$ cat src/rtl/ntc_pkg.sv
// ----------------------------------------------------------------------------
// ntc_pkg
// Shared types, type codes and helpers for the numeric type converter.
// ----------------------------------------------------------------------------
package ntc_pkg;

  localparam logic [2:0] TY_I8  = 3'd0;
  localparam logic [2:0] TY_I16 = 3'd1;
  localparam logic [2:0] TY_I32 = 3'd2;
  localparam logic [2:0] TY_I64 = 3'd3;
  localparam logic [2:0] TY_F32 = 3'd4;
  localparam logic [2:0] TY_F64 = 3'd5;
  localparam logic [2:0] TY_U64 = 3'd6;

  localparam logic CFG_SOURCE_TYPE = 1'b0;
  localparam logic CFG_DEST_TYPE   = 1'b1;

  typedef enum logic [2:0] {
    OP_INT,
    OP_COPY,
    OP_I2F,
    OP_F2I,
    OP_S2D,
    OP_D2S,
    OP_ERR
  } op_t;

  typedef logic signed [12:0] exp_t;

  typedef struct packed {
    op_t        op;
    logic [2:0] dt;
    logic       sign;
    logic       nan;
    logic       inf;
    logic       zero;
    logic       sub;
    logic       last;
  } meta_t;

  function automatic logic [63:0] width_mask(input logic [2:0] ty);
    logic [63:0] m;
    case (ty)
      TY_I8:          m = 64'h0000_0000_0000_00FF;
      TY_I16:         m = 64'h0000_0000_0000_FFFF;
      TY_I32, TY_F32: m = 64'h0000_0000_FFFF_FFFF;
      default:        m = 64'hFFFF_FFFF_FFFF_FFFF;
    endcase
    return m;
  endfunction

endpackage

$ cat src/rtl/numeric_type_converter_core.sv
// ----------------------------------------------------------------------------
// numeric_type_converter_core
// Converts one array element per transaction between integer and float types.
// ----------------------------------------------------------------------------
// Usage:
//   Program source and destination type through cfg_we / cfg_index /
//   cfg_wdata while no transaction is in flight. Index 0 is the source type,
//   index 1 the destination type.
//   Present an element on in_source_bits / in_last_element with start high;
//   it is taken at any clock edge where start is high and busy is low. busy
//   stays low, so one element can enter every cycle.
//   The result appears on out_dest_bits, out_range_flag, out_pair_error and
//   out_last_result for one cycle, marked by out_valid. Throughput is one
//   element per cycle; the five pipeline stages are decode, leading-zero
//   count, normalize, align and round/pack.
//   The receiver takes every result in the cycle it is shown.
//   Reset clears both type registers to 0 and empties the pipeline.
// ----------------------------------------------------------------------------
module numeric_type_converter_core import ntc_pkg::*; (
  input  logic        clk,
  input  logic        rst_n,
  input  logic        start,
  output logic        busy,
  input  logic [63:0] in_source_bits,
  input  logic        in_last_element,
  output logic        out_valid,
  output logic [63:0] out_dest_bits,
  output logic        out_range_flag,
  output logic        out_pair_error,
  output logic        out_last_result,
  input  logic        cfg_we,
  input  logic        cfg_index,
  input  logic [2:0]  cfg_wdata
);

  logic [2:0]  source_type_r, dest_type_r;
  logic        d_valid, n_valid, a_valid;
  meta_t       d_meta, n_meta, a_meta;
  exp_t        d_ue, n_ue, a_ue;
  logic [63:0] d_sig, n_sig, a_q;
  logic [6:0]  n_rsh;
  logic        a_rnd, a_stk;

  assign busy = 1'b0;

  always_ff @(posedge clk) begin
    if (!rst_n) begin
      source_type_r <= TY_I8;
      dest_type_r   <= TY_I8;
    end else if (cfg_we) begin
      if (cfg_index == CFG_SOURCE_TYPE) source_type_r <= cfg_wdata;
      if (cfg_index == CFG_DEST_TYPE) dest_type_r <= cfg_wdata;
    end
  end

  ntc_decode u_decode (
    .clk       (clk),
    .rst_n     (rst_n),
    .in_valid  (start && !busy),
    .src_type  (source_type_r),
    .dst_type  (dest_type_r),
    .src_bits  (in_source_bits),
    .src_last  (in_last_element),
    .out_valid (d_valid),
    .out_meta  (d_meta),
    .out_ue    (d_ue),
    .out_sig   (d_sig)
  );

  ntc_normalize u_normalize (
    .clk       (clk),
    .rst_n     (rst_n),
    .in_valid  (d_valid),
    .in_meta   (d_meta),
    .in_ue     (d_ue),
    .in_sig    (d_sig),
    .out_valid (n_valid),
    .out_meta  (n_meta),
    .out_ue    (n_ue),
    .out_sig   (n_sig),
    .out_rsh   (n_rsh)
  );

  ntc_align u_align (
    .clk       (clk),
    .rst_n     (rst_n),
    .in_valid  (n_valid),
    .in_meta   (n_meta),
    .in_ue     (n_ue),
    .in_sig    (n_sig),
    .in_rsh    (n_rsh),
    .out_valid (a_valid),
    .out_meta  (a_meta),
    .out_ue    (a_ue),
    .out_q     (a_q),
    .out_rnd   (a_rnd),
    .out_stk   (a_stk)
  );

  ntc_pack u_pack (
    .clk       (clk),
    .rst_n     (rst_n),
    .in_valid  (a_valid),
    .in_meta   (a_meta),
    .in_ue     (a_ue),
    .in_q      (a_q),
    .in_rnd    (a_rnd),
    .in_stk    (a_stk),
    .out_valid (out_valid),
    .out_bits  (out_dest_bits),
    .out_range (out_range_flag),
    .out_err   (out_pair_error),
    .out_last  (out_last_result)
  );

endmodule

$ cat src/rtl/ntc_decode.sv
// ----------------------------------------------------------------------------
// ntc_decode
// Stage 1: select the operation and unpack the source into sign, exponent
// and significand (left-aligned for float sources).
// ----------------------------------------------------------------------------
module ntc_decode import ntc_pkg::*; (
  input  logic        clk,
  input  logic        rst_n,
  input  logic        in_valid,
  input  logic [2:0]  src_type,
  input  logic [2:0]  dst_type,
  input  logic [63:0] src_bits,
  input  logic        src_last,
  output logic        out_valid,
  output meta_t       out_meta,
  output exp_t        out_ue,
  output logic [63:0] out_sig
);

  logic        valid_r;
  meta_t       meta_r, meta_nxt;
  exp_t        ue_r, ue_nxt;
  logic [63:0] sig_r, sig_nxt;
  logic [63:0] ival, mag;
  logic [7:0]  e8;
  logic [10:0] e11;

  always_comb begin
    case (src_type)
      TY_I8:   ival = {{56{src_bits[7]}}, src_bits[7:0]};
      TY_I16:  ival = {{48{src_bits[15]}}, src_bits[15:0]};
      TY_I32:  ival = {{32{src_bits[31]}}, src_bits[31:0]};
      default: ival = src_bits;
    endcase
    mag = ival[63] ? (~ival + 64'd1) : ival;
    e8  = src_bits[30:23];
    e11 = src_bits[62:52];

    meta_nxt      = '0;
    meta_nxt.dt   = dst_type;
    meta_nxt.last = src_last;
    meta_nxt.op   = OP_ERR;
    if (dst_type == TY_U64) begin
      if (src_type == TY_F64) meta_nxt.op = OP_F2I;
    end else if (dst_type <= TY_F64 && src_type <= TY_F64) begin
      if (src_type <= TY_I64) meta_nxt.op = (dst_type <= TY_I64) ? OP_INT : OP_I2F;
      else if (dst_type <= TY_I64) meta_nxt.op = OP_F2I;
      else if (dst_type == src_type) meta_nxt.op = OP_COPY;
      else if (src_type == TY_F32) meta_nxt.op = OP_S2D;
      else meta_nxt.op = OP_D2S;
    end

    ue_nxt  = 13'sd63;
    sig_nxt = src_bits;
    if (meta_nxt.op == OP_INT) begin
      sig_nxt = ival;
    end else if (meta_nxt.op == OP_COPY) begin
      sig_nxt = src_bits;
    end else if (src_type <= TY_I64) begin
      meta_nxt.sign = ival[63];
      meta_nxt.zero = (mag == 64'd0);
      sig_nxt       = mag;
    end else if (src_type == TY_F32) begin
      meta_nxt.sign = src_bits[31];
      meta_nxt.nan  = (e8 == 8'hFF) && (src_bits[22:0] != 23'd0);
      meta_nxt.inf  = (e8 == 8'hFF) && (src_bits[22:0] == 23'd0);
      meta_nxt.sub  = (e8 == 8'd0);
      meta_nxt.zero = (e8 == 8'd0) && (src_bits[22:0] == 23'd0);
      ue_nxt  = (e8 == 8'd0) ? -13'sd126 : $signed({5'd0, e8}) - 13'sd127;
      sig_nxt = {(e8 != 8'd0), src_bits[22:0], 40'd0};
    end else begin
      meta_nxt.sign = src_bits[63];
      meta_nxt.nan  = (e11 == 11'h7FF) && (src_bits[51:0] != 52'd0);
      meta_nxt.inf  = (e11 == 11'h7FF) && (src_bits[51:0] == 52'd0);
      meta_nxt.sub  = (e11 == 11'd0);
      meta_nxt.zero = (e11 == 11'd0) && (src_bits[51:0] == 52'd0);
      ue_nxt  = (e11 == 11'd0) ? -13'sd1022 : $signed({2'd0, e11}) - 13'sd1023;
      sig_nxt = {(e11 != 11'd0), src_bits[51:0], 11'd0};
    end
  end

  always_ff @(posedge clk) begin
    if (!rst_n) valid_r <= 1'b0;
    else valid_r <= in_valid;
    meta_r <= meta_nxt;
    ue_r   <= ue_nxt;
    sig_r  <= sig_nxt;
  end

  assign out_valid = valid_r;
  assign out_meta  = meta_r;
  assign out_ue    = ue_r;
  assign out_sig   = sig_r;

endmodule

$ cat src/rtl/ntc_normalize.sv
// ----------------------------------------------------------------------------
// ntc_normalize
// Stages 2 and 3: count leading zeros, then shift the significand up,
// adjust the exponent and work out the right-shift for alignment.
// ----------------------------------------------------------------------------
module ntc_normalize import ntc_pkg::*; (
  input  logic        clk,
  input  logic        rst_n,
  input  logic        in_valid,
  input  meta_t       in_meta,
  input  exp_t        in_ue,
  input  logic [63:0] in_sig,
  output logic        out_valid,
  output meta_t       out_meta,
  output exp_t        out_ue,
  output logic [63:0] out_sig,
  output logic [6:0]  out_rsh
);

  logic        v2_r, v3_r;
  meta_t       m2_r, m3_r;
  exp_t        ue2_r, ue3_r, ue_nxt, dsub;
  logic [63:0] sig2_r, sig3_r, sig_nxt;
  logic [6:0]  lz_r, lz_nxt, rsh_r, rsh_nxt;
  logic        norm_en;

  always_comb begin
    lz_nxt = 7'd64;
    for (int i = 0; i < 64; i++) begin
      if (in_sig[i]) lz_nxt = 7'(63 - i);
    end
  end

  always_comb begin
    norm_en = (m2_r.op != OP_INT) && (m2_r.op != OP_COPY);
    sig_nxt = norm_en ? (sig2_r << lz_r) : sig2_r;
    ue_nxt  = norm_en ? (ue2_r - $signed({6'd0, lz_r})) : ue2_r;
    dsub    = -13'sd86 - ue_nxt;
    rsh_nxt = 7'd0;
    if (!m2_r.nan && !m2_r.inf) begin
      case (m2_r.op)
        OP_I2F: rsh_nxt = (m2_r.dt == TY_F32) ? 7'd40 : 7'd11;
        OP_D2S: begin
          if (ue_nxt >= -13'sd126) rsh_nxt = 7'd40;
          else if (dsub > 13'sd127) rsh_nxt = 7'd127;
          else rsh_nxt = dsub[6:0];
        end
        OP_F2I: begin
          if (ue_nxt >= 13'sd0 && ue_nxt <= 13'sd63) rsh_nxt = 7'd63 - ue_nxt[6:0];
        end
        default: rsh_nxt = 7'd0;
      endcase
    end
  end

  always_ff @(posedge clk) begin
    if (!rst_n) begin
      v2_r <= 1'b0;
      v3_r <= 1'b0;
    end else begin
      v2_r <= in_valid;
      v3_r <= v2_r;
    end
    m2_r   <= in_meta;
    ue2_r  <= in_ue;
    sig2_r <= in_sig;
    lz_r   <= lz_nxt;
    m3_r   <= m2_r;
    ue3_r  <= ue_nxt;
    sig3_r <= sig_nxt;
    rsh_r  <= rsh_nxt;
  end

  assign out_valid = v3_r;
  assign out_meta  = m3_r;
  assign out_ue    = ue3_r;
  assign out_sig   = sig3_r;
  assign out_rsh   = rsh_r;

endmodule

$ cat src/rtl/ntc_align.sv
// ----------------------------------------------------------------------------
// ntc_align
// Stage 4: right-shift the significand, keeping round and sticky bits.
// ----------------------------------------------------------------------------
module ntc_align import ntc_pkg::*; (
  input  logic        clk,
  input  logic        rst_n,
  input  logic        in_valid,
  input  meta_t       in_meta,
  input  exp_t        in_ue,
  input  logic [63:0] in_sig,
  input  logic [6:0]  in_rsh,
  output logic        out_valid,
  output meta_t       out_meta,
  output exp_t        out_ue,
  output logic [63:0] out_q,
  output logic        out_rnd,
  output logic        out_stk
);

  logic         valid_r, rnd_r, stk_r;
  meta_t        meta_r;
  exp_t         ue_r;
  logic [63:0]  q_r;
  logic [127:0] wide;

  assign wide = {in_sig, 64'd0} >> in_rsh;

  always_ff @(posedge clk) begin
    if (!rst_n) valid_r <= 1'b0;
    else valid_r <= in_valid;
    meta_r <= in_meta;
    ue_r   <= in_ue;
    q_r    <= wide[127:64];
    rnd_r  <= wide[63];
    stk_r  <= |wide[62:0];
  end

  assign out_valid = valid_r;
  assign out_meta  = meta_r;
  assign out_ue    = ue_r;
  assign out_q     = q_r;
  assign out_rnd   = rnd_r;
  assign out_stk   = stk_r;

endmodule

$ cat src/rtl/ntc_pack.sv
// ----------------------------------------------------------------------------
// ntc_pack
// Stage 5: round, saturate and pack the destination bits and flags.
// ----------------------------------------------------------------------------
module ntc_pack import ntc_pkg::*; (
  input  logic        clk,
  input  logic        rst_n,
  input  logic        in_valid,
  input  meta_t       in_meta,
  input  exp_t        in_ue,
  input  logic [63:0] in_q,
  input  logic        in_rnd,
  input  logic        in_stk,
  output logic        out_valid,
  output logic [63:0] out_bits,
  output logic        out_range,
  output logic        out_err,
  output logic        out_last
);

  logic        valid_r, range_r, err_r, last_r;
  logic [63:0] bits_r;
  logic [63:0] m, mag, v, lim;
  logic        flag, err, hi_nz, over;
  logic [12:0] e_sum;

  always_comb begin
    m     = in_q + {63'd0, in_rnd & (in_stk | in_q[0])};
    v     = 64'd0;
    flag  = 1'b0;
    err   = 1'b0;
    e_sum = 13'd0;
    mag   = 64'd0;
    hi_nz = 1'b0;
    lim   = 64'h8000_0000_0000_0000;
    over  = 1'b0;
    case (in_meta.op)
      OP_INT, OP_COPY: v = in_q;
      OP_I2F: begin
        if (in_meta.zero) begin
          v = 64'd0;
        end else if (in_meta.dt == TY_F32) begin
          e_sum = in_ue + 13'sd127 + $signed({12'd0, m[24]});
          v = {32'd0, in_meta.sign, e_sum[7:0], m[22:0]};
        end else begin
          e_sum = in_ue + 13'sd1023 + $signed({12'd0, m[53]});
          v = {in_meta.sign, e_sum[10:0], m[51:0]};
        end
      end
      OP_S2D: begin
        e_sum = in_ue + 13'sd1023;
        if (in_meta.nan) v = {in_meta.sign, 11'h7FF, 1'b1, in_q[61:40], 29'd0};
        else if (in_meta.inf) v = {in_meta.sign, 11'h7FF, 52'd0};
        else if (in_meta.zero) v = {in_meta.sign, 63'd0};
        else v = {in_meta.sign, e_sum[10:0], in_q[62:11]};
      end
      OP_D2S: begin
        e_sum = in_ue + 13'sd127 + $signed({12'd0, m[24]});
        if (in_meta.nan) v = {32'd0, in_meta.sign, 8'hFF, 1'b1, in_q[61:40]};
        else if (in_meta.inf || in_ue > 13'sd127) v = {32'd0, in_meta.sign, 8'hFF, 23'd0};
        else if (in_meta.sub) v = {32'd0, in_meta.sign, 31'd0};
        else if (in_ue >= -13'sd126) v = {32'd0, in_meta.sign, e_sum[7:0], m[22:0]};
        else v = {32'd0, in_meta.sign, m[30:0]};
      end
      OP_F2I: begin
        mag = (in_meta.sub || in_ue < 13'sd0) ? 64'd0 : in_q;
        case (in_meta.dt)
          TY_I8:   begin hi_nz = |mag[63:7];  lim = 64'h80; end
          TY_I16:  begin hi_nz = |mag[63:15]; lim = 64'h8000; end
          TY_I32:  begin hi_nz = |mag[63:31]; lim = 64'h8000_0000; end
          default: begin hi_nz = mag[63];     lim = 64'h8000_0000_0000_0000; end
        endcase
        if (in_meta.nan) begin
          flag = 1'b1;
          v    = 64'd0;
        end else begin
          if (in_meta.inf || (!in_meta.sub && in_ue >= 13'sd64)) over = 1'b1;
          else if (in_meta.dt == TY_U64) over = in_meta.sign && (mag != 64'd0);
          else if (in_meta.sign) over = hi_nz && (mag != lim);
          else over = hi_nz;
          if (over) begin
            flag = 1'b1;
            if (in_meta.dt == TY_U64) v = in_meta.sign ? 64'd0 : '1;
            else v = in_meta.sign ? lim : (lim - 64'd1);
          end else if (in_meta.dt == TY_U64) begin
            v = mag;
          end else begin
            v = in_meta.sign ? (~mag + 64'd1) : mag;
          end
        end
      end
      default: err = 1'b1;
    endcase
  end

  always_ff @(posedge clk) begin
    if (!rst_n) valid_r <= 1'b0;
    else valid_r <= in_valid;
    bits_r  <= err ? 64'd0 : (v & width_mask(in_meta.dt));
    range_r <= flag;
    err_r   <= err;
    last_r  <= in_meta.last;
  end

  assign out_valid = valid_r;
  assign out_bits  = bits_r;
  assign out_range = range_r;
  assign out_err   = err_r;
  assign out_last  = last_r;

endmodule
$ cat config.mk
export PLATFORM = sky130hd
export DESIGN_NAME = numeric_type_converter_core
export DESIGN_NICKNAME = d
export VERILOG_FILES = /design/src/rtl/ntc_pkg.sv /design/src/rtl/numeric_type_converter_core.sv /design/src/rtl/ntc_decode.sv /design/src/rtl/ntc_normalize.sv /design/src/rtl/ntc_align.sv /design/src/rtl/ntc_pack.sv
export SDC_FILE = /design/constraint.sdc
export NUM_CORES = 2
export LEC_CHECK = 0
export ABC_AREA = 0
export BUFFER_PORTS_ARGS = -buffer_cell sky130_fd_sc_hd__buf_2
export CAP_MARGIN = 5
export CORE_MARGIN = 10
export CORE_UTILIZATION = 40
export DETAILED_ROUTE_END_ITERATION = 7
export SLEW_MARGIN = 20
export SYNTH_ARGS = -nofsm -noshare
export SYNTH_HDL_FRONTEND = slang
export SYNTH_SLANG_ARGS = --single-unit
$ cat constraint.sdc
create_clock -name clk -period 8.32 [get_ports clk]
set_clock_uncertainty 0.05 [all_clocks]
set_input_delay 0.832 -clock clk [delete_from_list [all_inputs] [get_ports clk]]
set_output_delay 0.832 -clock clk [all_outputs]
set_load 0.05 [all_outputs]
==> results.yml <==
worst_setup_path:
  crit_fanout: 24
  cp-end-kind: "flip-flop"
  regToRegStartpoint: "source_type_r[1]$_SDFFE_PN0P_"
  reg2reg_slack_ns: 3.25
  crit_start: "source_type_r[1]$_SDFFE_PN0P_"
  cp_num_buf_inv: 0
  start_kind: "flip-flop"
  critical_path_class: "reg2reg"
  ff2ff_path_depth: 9
  r2r-end: "u_decode.out_meta[2]$_SDFF_PP0_"
  critPathTopFamily: "simple AND/OR/NAND/NOR gates"
  worstPathCellList: "nor2_2, nand2_1, a2111oi_4, a2111oi_0, a311o_1, or4_1, nor4_1, nand4_1, o31ai_2"
  cp.depth: 9
  cp_slowest_cell: "a2111oi_4"
  cp.required_ns: 8.79
  arrival_ns: 5.54
  critPathCapture: "u_decode.out_meta[2]$_SDFF_PP0_"
  slowest_delay_ns: 0.86
synthesis:
  syn_area_per_cell_um2: 7.67
  syn_nets: 4313
  async_reset_ff_frac: 0
  synth.distinct_cells: 106
  syn-cell-area_um2: 32300
  synth-edff-count: 0
  ys_seq_area_frac: 0.278
  ys_ff_latch: 448
  ys_warn_count: 0
  synthFlopType: "dfxtp_1"
  netlist_instances: 4212
final_layout:
  fillers: 8165
  area_growth_pct: 8.54
  drive_gt1_frac: 0.127
  finalInstanceArea_um2: 35100
  final_nets: 4207
  final_cells: 5203
global_routing:
  track_usage: 0.289
  grt_max_degree: 78
  use_met3: 0.0596
  grt_pass1_wl_um: 210000
  grtUsageMet1: 0.359
  top_usage_layer: "met2"
  overflow: 0
  antenna_found_initial: 10
  grt.met2_usage: 0.458
  first_global_vias: 32100
die:
  die_h_um: 304
  rows: 104
  die-area_um2: 92500
  start_util: 0.402
  dieWidth_um: 304
  ioPinCount: 142
  coreArea_um2: 80300
status:
  violations: "DRC"
  status: "complete, but fails checks"
clock_network:
  clockBufferDepth: 3
  cts_setup_buffers: 0
  clk_latency_ns: 0.61
  cts_tree: "done"
  clk_pin_slew_worst_paths_ns: 0.08
  cts-resized-gates: 0
  root_buffer: "clkbuf_16"
  numCtsBuffers: 48
  cts.sinks: 448
  hold_buffers: 0
  cts_max_level: 2
routing:
  drt-pass1-iter-count: 8
  drt_wl_total_um: 142000
  vias_per_cell: 6.58
  drtIter0Drc: 4684
  drc_errors: 5
  drt-wirelength-per-cell_um: 27.3
  vias: 34200
  ant_nets: 0
placed_design:
  place_inst: 5116
  dpl-instance-area_um2: 33400
  port-buffer-count: 140
  gp_congestion: 1.02
  dp_hpwl_um: 106000
sta:
  fin_crit_sh: 0.609
  maxSlewHeadroom: 0.249
  fin_crit_ns: 5.07
  whs_ns: 0.267
  fmax_ghz: 0.197
  worstMarginPinSlew_ns: 1.12
  slew_violations: 0
  rsz0062_at_grt: "no"
  finalHoldViolations: 0
  setup_viol: 0
  fin_tns_setup_ns: 0
run:
  cap_viol_max_count: 0
power:
  p_leak_nw: 13.3
  ir_worst_vdd_v: 0.000145
  power_density_nw_per_um2: 244
hold_path:
  min_path_type: "reg2reg"
## layout by cell type, fill, tap and decap left out, types with 45 or more instances in the layout
cell       instances
nor4_1            57
mux2_2            59
xor2_1            63
mux4_2           105
a21oi_1          324
nor3_1           120
clkbuf_16         51
a211oi_1          45
buf_2            140
mux2i_1          139
and2_1            47
o21ai_0          339
a31oi_1           85
buf_4             64
xnor2_1           85
dfxtp_1          439
nand3_1           85
nand2b_1          47
nand2_1          588
nor2_1           415
inv_1             71
## per-layer routing
metal  routed length, um  up-vias
li1                    -    15200
met1               54000    16100
met2               63300     2339
met3               14900      585
met4                9670       16
met5                 100        -
## cells by family (layout without fill, tap and decap cells)
group	count (synthesis)	in the layout	synth area share
AOI/OAI and AO/OA	1233	1233	0.244
other	1	2	0.000116
adders and majority gates	30	30	0.0117
DFF	448	448	0.278
xor gates and xnor gates	148	148	0.0401
and+or+nand+nor	1609	1609	0.232
buffers and inverters	438	368	0.0560
muxes	305	305	0.138
## synthesized netlist by cell type (31+ instances only)
| master | count | area share |
|---|---|---|
| a31oi_1 | 85 | 0.016 |
| a21oi_1 | 325 | 0.050 |
| a211oi_1 | 45 | 0.010 |
| clkbuf_1 | 290 | 0.034 |
| mux2i_1 | 139 | 0.043 |
| nor3_1 | 122 | 0.019 |
| nor2_1 | 421 | 0.049 |
| or3_1 | 39 | 0.0076 |
| nor4_1 | 57 | 0.011 |
| xor2_1 | 63 | 0.017 |
| o22ai_1 | 34 | 0.0066 |
| o21ai_0 | 339 | 0.053 |
| xnor2_1 | 85 | 0.023 |
| dfxtp_1 | 448 | 0.28 |
| nand2_1 | 588 | 0.068 |
| mux4_2 | 105 | 0.073 |
| and3_1 | 36 | 0.0070 |
| mux2_2 | 59 | 0.021 |
| o211ai_1 | 32 | 0.0074 |
| and2_1 | 47 | 0.0091 |
| a22o_1 | 31 | 0.0084 |
| inv_1 | 73 | 0.0085 |
| nand4_1 | 35 | 0.0068 |
| nand3_1 | 85 | 0.013 |
| o31ai_1 | 44 | 0.010 |
| nand2b_1 | 47 | 0.0091 |
## worst min path at each step
| stage | start | to | slack (ns) | cells after the start |
|---|---|---|---|---|
| 6_report | u_normalize.out_ue[1]$_DFF_P_ | u_align.out_ue[1]$_DFF_P_ | 0.27 | 0 |
| 5_1_grt | in_last_element | u_decode.out_meta[0]$_DFF_P_ | 0.26 | 1 |
| 4_1_cts | in_last_element | u_decode.out_meta[0]$_DFF_P_ | 0.26 | 1 |
| 3_5_place_dp | u_normalize.out_meta[11]$_DFF_P_ | u_align.out_meta[11]$_DFF_P_ | 0.26 | 0 |
| 3_3_place_gp | u_normalize.out_meta[3]$_DFF_P_ | u_align.out_meta[3]$_DFF_P_ | 0.26 | 0 |
| 2_1_floorplan | u_normalize.out_meta[0]$_DFF_P_ | u_align.out_meta[0]$_DFF_P_ | 0.26 | 0 |
## where the power goes
| part | internal (mW) | switching (mW) |
|---|---|---|
| clock | 1.35 | 0.921 |
| combinational | 1.18 | 1.91 |
| sequential | 2.47 | 0.722 |
## area by class of cell
class,instances,area [um^2],share of cell area
Antenna cell,1,2.50,0.0000714
Clock buffer,68,1450,0.0414
Clock inverter,18,246,0.00703
Inverter,78,293,0.00835
Multi-Input combinational cell,3326,21600,0.615
Sequential cell,448,8990,0.256
Tap cell,1060,1330,0.0378
Timing Repair Buffer,204,1180,0.0337
## worst reg2reg max path: stages, from the launching register on
cell and delay [ns]:
dfxtp_1 0.61, nor2_2 0.85, nand2_1 0.64, a2111oi_4 0.86, a2111oi_0 0.27, a311o_1 0.40, or4_1 0.54, nor4_1 0.38
nand4_1 0.16, o31ai_2 0.26
## state kept, by name (all words and copies together) (netlist names), 3 cells and up
signal	flops
u_align.out_q	64
u_normalize.m2_r	12
u_normalize.out_ue	13
u_normalize.out_meta	12
u_pack.out_bits	64
u_decode.out_meta	12
u_normalize.lz_r	7
source_type_r	3
u_normalize.out_sig	64
u_align.out_meta	12
u_decode.out_ue	12
u_normalize.sig2_r	64
u_normalize.out_rsh	7
dest_type_r	3
u_decode.out_sig	64
u_align.out_ue	13
u_normalize.ue2_r	12
## stage by stage
| stage | setup WS, ns | total power [mW] | utilization |
|---|---|---|---|
| final | 3.25 | 8.56 | 0.437 |
| after global routing | 2.96 | 8.91 | 0.437 |
| after CTS | 3.47 | 8.46 | 0.437 |
| after detailed placement | 3.47 | 6.18 | 0.415 |
| after global placement | 3.50 | 6.20 | 0.415 |
| after floorplan | 4.17 | 5.02 | - |
(Power assumes the default switching activity.)
